## src/hdl/tie_ram.sv

```systemverilog
// Generic single-write, single-read synchronous RAM with registered read.
// No dependencies; contents are undefined until written.
module tie_ram #(
  parameter int unsigned Width = 8,
  parameter int unsigned Depth = 16
) (
  input  logic                     clk_i,
  input  logic                     we_i,
  input  logic [$clog2(Depth)-1:0] waddr_i,
  input  logic [Width-1:0]         wdata_i,
  input  logic                     re_i,
  input  logic [$clog2(Depth)-1:0] raddr_i,
  output logic [Width-1:0]         rdata_o
);

  logic [Width-1:0] mem_q [Depth];
  logic [Width-1:0] rdata_q;

  always_ff @(posedge clk_i) begin
    if (we_i) begin
      mem_q[waddr_i] <= wdata_i;
    end
    if (re_i) begin
      rdata_q <= mem_q[raddr_i];
    end
  end

  assign rdata_o = rdata_q;

endmodule

```

## config.mk

```make
export PLATFORM = sky130hd
export DESIGN_NAME = tie_ram
export DESIGN_NICKNAME = d
export VERILOG_FILES = /design/src/hdl/tie_ram.sv
export SDC_FILE = /design/constraint.sdc
export NUM_CORES = 1
export LEC_CHECK = 0
export BUFFER_PORTS_ARGS = -buffer_cell sky130_fd_sc_hd__buf_2
export CORE_MARGIN = 2
export CORE_UTILIZATION = 60
export DETAILED_ROUTE_END_ITERATION = 8
export MAX_ROUTING_LAYER = met4
export PLACE_DENSITY = 0.79
export SLEW_MARGIN = 10
export SYNTH_ARGS = -nofsm -noshare
export SYNTH_HDL_FRONTEND = slang
export SYNTH_SLANG_ARGS = --single-unit
```

## constraint.sdc

```tcl
create_clock -name clk_i -period 2.1 [get_ports clk_i]
set_input_delay 0.42 -clock clk_i [delete_from_list [all_inputs] [get_ports clk_i]]
set_output_delay 0.42 -clock clk_i [all_outputs]
set_load 0.01 [all_outputs]
```

==> impl_metrics.toml, run 1 <==
[setup_path]
critical_path_required_ns = 2.34
crit_path_end_kind = "register"
cp_cell_sequence = "mux4_2 > a22oi_1 > nand2_1"
worstPathMaxFanout = 1
crit_start = "mem_q[1][7]$_DFFE_PP_"
regToRegEndpoint = "rdata_o[7]$_DFFE_PP_"
reg2reg_setup_slack_ns = 0.51
critPathKind = "reg2reg"
worst_reg_to_reg_cells = 3
timing.critical_path.arrival_ns = 1.83
critical_path.reg2reg.startpoint = "mem_q[1][7]$_DFFE_PP_"
slowest_cell_delay_on_critical_path_ns = 0.47
timing.critical_path.from_type = "register"
standard_cell_with_the_maximum_stage_delay_on_the_critical_path = "sky130_fd_sc_hd__mux4_2"

[hold_path]
worstHoldEndpoint = "rdata_o[1]$_DFFE_PP_"
worst_hold_startpoint = "re_i"
hold_depth = 1
hold_path.class = "in2reg"

[die]
core.rowCount = 34
floorplan.initialDensity_pct = 60.83
die_y_um = 97.34
fp.dieArea_sq_um = 9475
floorplan.core_area_sq_um = 8593
number_of_top_level_pins = 27
die_x_um = 97.34

[detailed_routing]
drc = 0
route.antenna.remaining_nets = 0
avgRoutedWirePerCell_um = 25.24
first_iter_violations = 223
detailedRoute.firstPassIterationCount = 4
route.vias.total = 2497
avgViaCountPerCell = 6.165
wirelength_mm = 10.22

[global_routing]
first_global_vias = 2688
grt_antenna_before_repair = 0
overflow = 0
grt_use_total_pct = 24.26
grt_max_degree = 33
wire_length_of_the_first_global_routing_pass_mm = 15.76

[finish]
flow.area_growth_from_synthesis_pct = 18.50
final_cell_count_no_fill = 405
drive_gt1_share_pct = 30.98
final_design_area_no_fill_sq_um = 6195
antenna-diode-count = 0
layout.cells.most_common = "sky130_fd_sc_hd__edfxtp_1"
layout.filler_cells = 496
final_cell_mix = "136 x sky130_fd_sc_hd__edfxtp_1, 26 x sky130_fd_sc_hd__buf_2, 19 x sky130_fd_sc_hd__buf_4, 18 x sky130_fd_sc_hd__mux4_2"
final_nets = 304

[place]
finalWeightedCongestion = 0.7405
place_area_sq_um = 5589
numPortBuffers = 26
dpl.cell_count = 374
dp_hpwl_mm = 5.783

[sta]
fin_worst_skew_ns = 0.008357
final-setup-viol-count = 0
transition_time_at_the_pin_with_the_least_slew_margin_ns = 0.4025
tns_ns = 0
grt_setup_unrepaired = "no"
period_utilization_pct = 75.50
slew_headroom_pct = 73.17
final_period_minus_worst_setup_slack_ns = 1.585
final_hold_viol_count = 0
timing_max_transition_violations_final = 0
max_freq_mhz = 630.7

[cts]
clk_path_buf_depth = 2
post_cts.repair.setup_buffers = 0
worst_skew_pair.late_latency_ns = 0.51
numCtsBuffers = 17
post_cts_resize_count = 0
cts.reportedPaths.clkPinSlew_ns = 0.06
tritoncts_sinks = 136
cts_max_level = 4
tritoncts = "built"
cts_hold_buf = 0
clockRootBuffer = "sky130_fd_sc_hd__clkbuf_8"

[power]
p_per_area_nw_per_um2 = 1039
irDropWorstVdd_uv = 578.5
report.power.total_w = 0.006434
power_leakage_nw = 2.123

[synthesis]
synth_largest_area_cell = "sky130_fd_sc_hd__edfxtp_1"
cell_types_occupying_the_most_area_after_synthesis = "sky130_fd_sc_hd__edfxtp_1 78%, sky130_fd_sc_hd__mux4_2 7.8%, sky130_fd_sc_hd__mux4_1 7.0%"
synth.lib_cells_used.distinct = 18
synth.net_count = 248
ys_seq_elements = 136
synth-seq-area-share_pct = 78.12
syn_avg_cell_area_sq_um = 22.83
yosysWarnings = 0
mappedNetlistArea_sq_um = 5228
synth_largest_type_area_fraction_pct = 78.12
synth_instances = 229

[job]
max-cap-violations = 0

[run_status]
outcome = "completed"
-- metal layers --
metal	vias to the layer above	GRT usage, %	part of all wire, %
met1	1259	32.47	40
met5	-	-	0
met3	19	7.194	7.9
met2	126	36.16	50
li1	1093	-	-
met4	0	9.295	2.0
-- synth_stat cells (all sizes together) --
cell type,n
a22oi,16
and2,1
and2b,1
buf,7
clkdlybuf4s25,3
edfxtp,136
mux4,32
nand2,9
nand2b,2
nand3,1
nand3b,2
nor2,13
nor2b,1
nor3,4
or3b,1
-- area by class of cell --
| class | count | area (sq um) | share of cell area [%] |
|---|---|---|---|
| flip-flops and latches | 136 | 4084 | 65.93 |
| multi-input cells | 83 | 1057 | 17.07 |
| clock buffers | 21 | 429.2 | 6.928 |
| repair buffers | 47 | 312.8 | 5.049 |
| clock inverters | 10 | 176.4 | 2.848 |
| well taps | 108 | 135.1 | 2.181 |
-- registers in the layout (all words and copies together), names as in the netlist --
register  cells
mem_q       128
rdata_o       8
-- worst max-delay path: cells and delay by family, from the launching register on --
kind | cells | cell delay (ns)
AOI/OAI and AO/OA | 1 | 0.34
DFF | 1 | 0.39
and+or+nand+nor | 1 | 0.12
muxes | 1 | 0.47
-- worst max path at each step --
| stage | to | slack (ns) | depth (start not counted) |
|---|---|---|---|
| 4_1_cts | rdata_o[2]$_DFFE_PP_ | 0.53 | 3 |
| 6_report | rdata_o[7]$_DFFE_PP_ | 0.51 | 3 |
| 2_1_floorplan | mem_q[0][0]$_DFFE_PP_ | 0.19 | 2 |
| 3_5_place_dp | rdata_o[0]$_DFFE_PP_ | 0.11 | 5 |
| 3_3_place_gp | rdata_o[0]$_DFFE_PP_ | 0.14 | 5 |
| 5_1_grt | rdata_o[7]$_DFFE_PP_ | 0.47 | 3 |
-- per-stage QoR --
| step | setup slack (ns) | utilization [%] | hold WS, ns |
|---|---|---|---|
| detailed placement | 0.1079 | 65.04 | 0.7415 |
| global placement | 0.1365 | 65.04 | 0.7294 |
| global route | 0.4652 | 72.09 | 0.2496 |
| CTS | 0.5259 | 72.09 | 0.2506 |
| finish | 0.5146 | 72.09 | 0.2713 |
| floorplan | 0.1871 | - | 0.5189 |
-- kinds of logic after synthesis --
logic type	count (synthesis)	synth area share, %
multiplexers	32	14.79
AO/OA/AOI/OAI	16	2.298
buffers and inverters	10	1.651
AND/OR/NAND/NOR	35	3.136
flip-flops	136	78.12
-- power breakdown --
part | leakage, nW | switching, W | internal [W] | total, W
combinational | 0.593 | 0.000161 | 0.000122 | 0.000283
clock | 0.293 | 0.00104 | 0.00203 | 0.00307
sequential | 1.24 | 0.0000198 | 0.00306 | 0.00308
Power figures use the tool's default switching activity.
==> run 2, diff against run 1 <==
==> constraint.sdc (replaced) <==
create_clock -name clk_i -period 1.6 [get_ports clk_i]
set_input_delay 0.32 -clock clk_i [delete_from_list [all_inputs] [get_ports clk_i]]
set_output_delay 0.32 -clock clk_i [all_outputs]
set_load 0.01 [all_outputs]
==> run 2 against run 1 <==
  * Critical path depth unchanged
  * Sequential cell count unchanged
  * Register-to-register slack worse by 0.45 ns
  * Non-clock buffer count is 9 higher
  * Cell count grew 2.5%
  * Clock-buffer cell count grew 1
  * Combinational power increased by 39%
  * Final area is 0.26% higher
  * Critical path type unchanged
  * Critical endpoint is now rdata_o[3]$_DFFE_PP_
  * Largest cell class unchanged
==> impl_metrics.toml, run 2 (same netlist as run 1, synthesis figures left out) <==
[die]
fp.dieArea_sq_um = 9475
floorplan.core_area_sq_um = 8593
number_of_top_level_pins = 27
die_x_um = 97.34
core.rowCount = 34
floorplan.initialDensity_pct = 60.83
die_y_um = 97.34

[setup_path]
critPathKind = "reg2reg"
standard_cell_with_the_maximum_stage_delay_on_the_critical_path = "sky130_fd_sc_hd__mux4_1"
timing.critical_path.from_type = "register"
cell_type_group_with_the_largest_total_delay_on_the_critical_path = "multiplexers"
critical_path_required_ns = 1.87
crit_path_end_kind = "register"
worst_path_buf_inv = 0
worstPathMaxFanout = 1
slowest_cell_delay_on_critical_path_ns = 0.55
cp_cell_sequence = "mux4_1 > a22oi_1 > nand2_1"
timing.critical_path.arrival_ns = 1.81
reg2reg_setup_slack_ns = 0.06

[global_routing]
overflow = 0
wire_length_of_the_first_global_routing_pass_mm = 15.84
grt_use_total_pct = 24.14
grt_antenna_before_repair = 0
first_global_vias = 2730
grt_max_degree = 18

[finish]
drive_gt1_share_pct = 32.57
max_ffs_per_register = 128
final_core_util_pct = 72.28
final_cell_count_no_fill = 415
regArea_sq_um = 4084
layout.filler_cells = 490
multi_input_comb_area_sq_um = 1062
flow.area_growth_from_synthesis_pct = 18.81
antenna-diode-count = 0
final_cell_mix = "136 x sky130_fd_sc_hd__edfxtp_1, 27 x sky130_fd_sc_hd__buf_4, 26 x sky130_fd_sc_hd__buf_2, 18 x sky130_fd_sc_hd__mux4_2"
layout.cells.most_common = "sky130_fd_sc_hd__edfxtp_1"
registers.top_by_ff_count = "mem_q"
final_nets = 313

[sta]
slew_headroom_pct = 53.13
fin_worst_skew_ns = 0.006370
final.setup.worst_slack_ns = 0.06039
max_freq_mhz = 649.5
final_period_minus_worst_setup_slack_ns = 1.540
transition_time_at_the_pin_with_the_least_slew_margin_ns = 0.7016
timing_max_transition_violations_final = 0
final-setup-viol-count = 0
grt_setup_unrepaired = "no"
period_utilization_pct = 96.23
final_hold_viol_count = 0

[cts]
cts.reportedPaths.clkPinSlew_ns = 0.06
clockRootBuffer = "sky130_fd_sc_hd__clkbuf_8"
tritoncts = "built"
numCtsBuffers = 17
tritoncts_sinks = 136
post_cts_resize_count = 0
cts_hold_buf = 0
post_cts.repair.setup_buffers = 0
cts_max_level = 4
worst_skew_pair.late_latency_ns = 0.52
clk_path_buf_depth = 2

[power]
clockPowerShare_pct = 44.5
power_leakage_nw = 2.133
switchingPower_w = 0.001606
report.power.total_w = 0.007984
cell_internal_pwr_w = 0.006378
p_per_area_nw_per_um2 = 1285
power_frac_seq_pct = 50.6
irDropWorstVdd_uv = 927.2
p_sw_share_pct = 20.11
comb_power_share_pct = 4.9

[detailed_routing]
route.vias.total = 2625
drc = 0
avgRoutedWirePerCell_um = 24.72
route.antenna.remaining_nets = 0
wirelength_mm = 10.26
detailedRoute.firstPassIterationCount = 4
avgViaCountPerCell = 6.325
first_iter_violations = 310

[hold_path]
hold_path.class = "in2reg"

[place]
pre_cts_ws_ns = -0.2517
numPortBuffers = 26
dpl.cell_count = 383
finalWeightedCongestion = 0.7653
dp_hpwl_mm = 6.353

[run_status]
outcome = "completed"

[job]
max-cap-violations = 0
run 2: per-layer routing:
layer	global-route usage [%]	share of wire (%)
met4	9.081	2.3
met1	32.07	39
met5	-	0
met2	36.38	51
met3	7.122	7.9
run 2: power groups by stage:
stage               combinational, W  sequential (W)  clock, W
finish                      0.000392         0.00404   0.00355
global route                0.000420         0.00405   0.00374
CTS                         0.000394         0.00404   0.00358
detailed placement          0.000388         0.00411         0
global placement            0.000372         0.00411         0
floorplan                   0.000205         0.00411         0
run 2: path summary, 6_finish.rpt:
path | cells after the start | start | endpoint
worst max register to register | 3 | mem_q[10][3]$_DFFE_PP_ | rdata_o[3]$_DFFE_PP_
worst max-delay path | 3 | mem_q[10][3]$_DFFE_PP_ | rdata_o[3]$_DFFE_PP_
worst min register to register | 3 | mem_q[11][1]$_DFFE_PP_ | rdata_o[1]$_DFFE_PP_
worst min-delay path | 1 | re_i | rdata_o[7]$_DFFE_PP_
run 2: stage by stage:
| step | setup TNS [ns] | hold WS [ns] | area, sq um |
|---|---|---|---|
| finish | 0 | 0.1849 | 6211 |
| global route | 0 | 0.1643 | 6211 |
| CTS | 0 | 0.1677 | 6211 |
| detailed placement | -1.634 | 0.7119 | 5674 |
| global placement | -1.491 | 0.7020 | 5674 |
| floorplan | 0 | 0.4189 | 5240 |
run 2: final cells by class:
type	instances	area share [%]
flip-flops and latches	136	65.75
multi-input cells	83	17.10
clock buffers	22	6.970
repair buffers	56	6.326
well taps	108	2.176
clock inverters	10	1.672
run 2: worst register-to-register path: stages, from the launching register on:
cell	delay, ns
sky130_fd_sc_hd__edfxtp_1	0.39
sky130_fd_sc_hd__mux4_1	0.55
sky130_fd_sc_hd__a22oi_1	0.26
sky130_fd_sc_hd__nand2_1	0.09
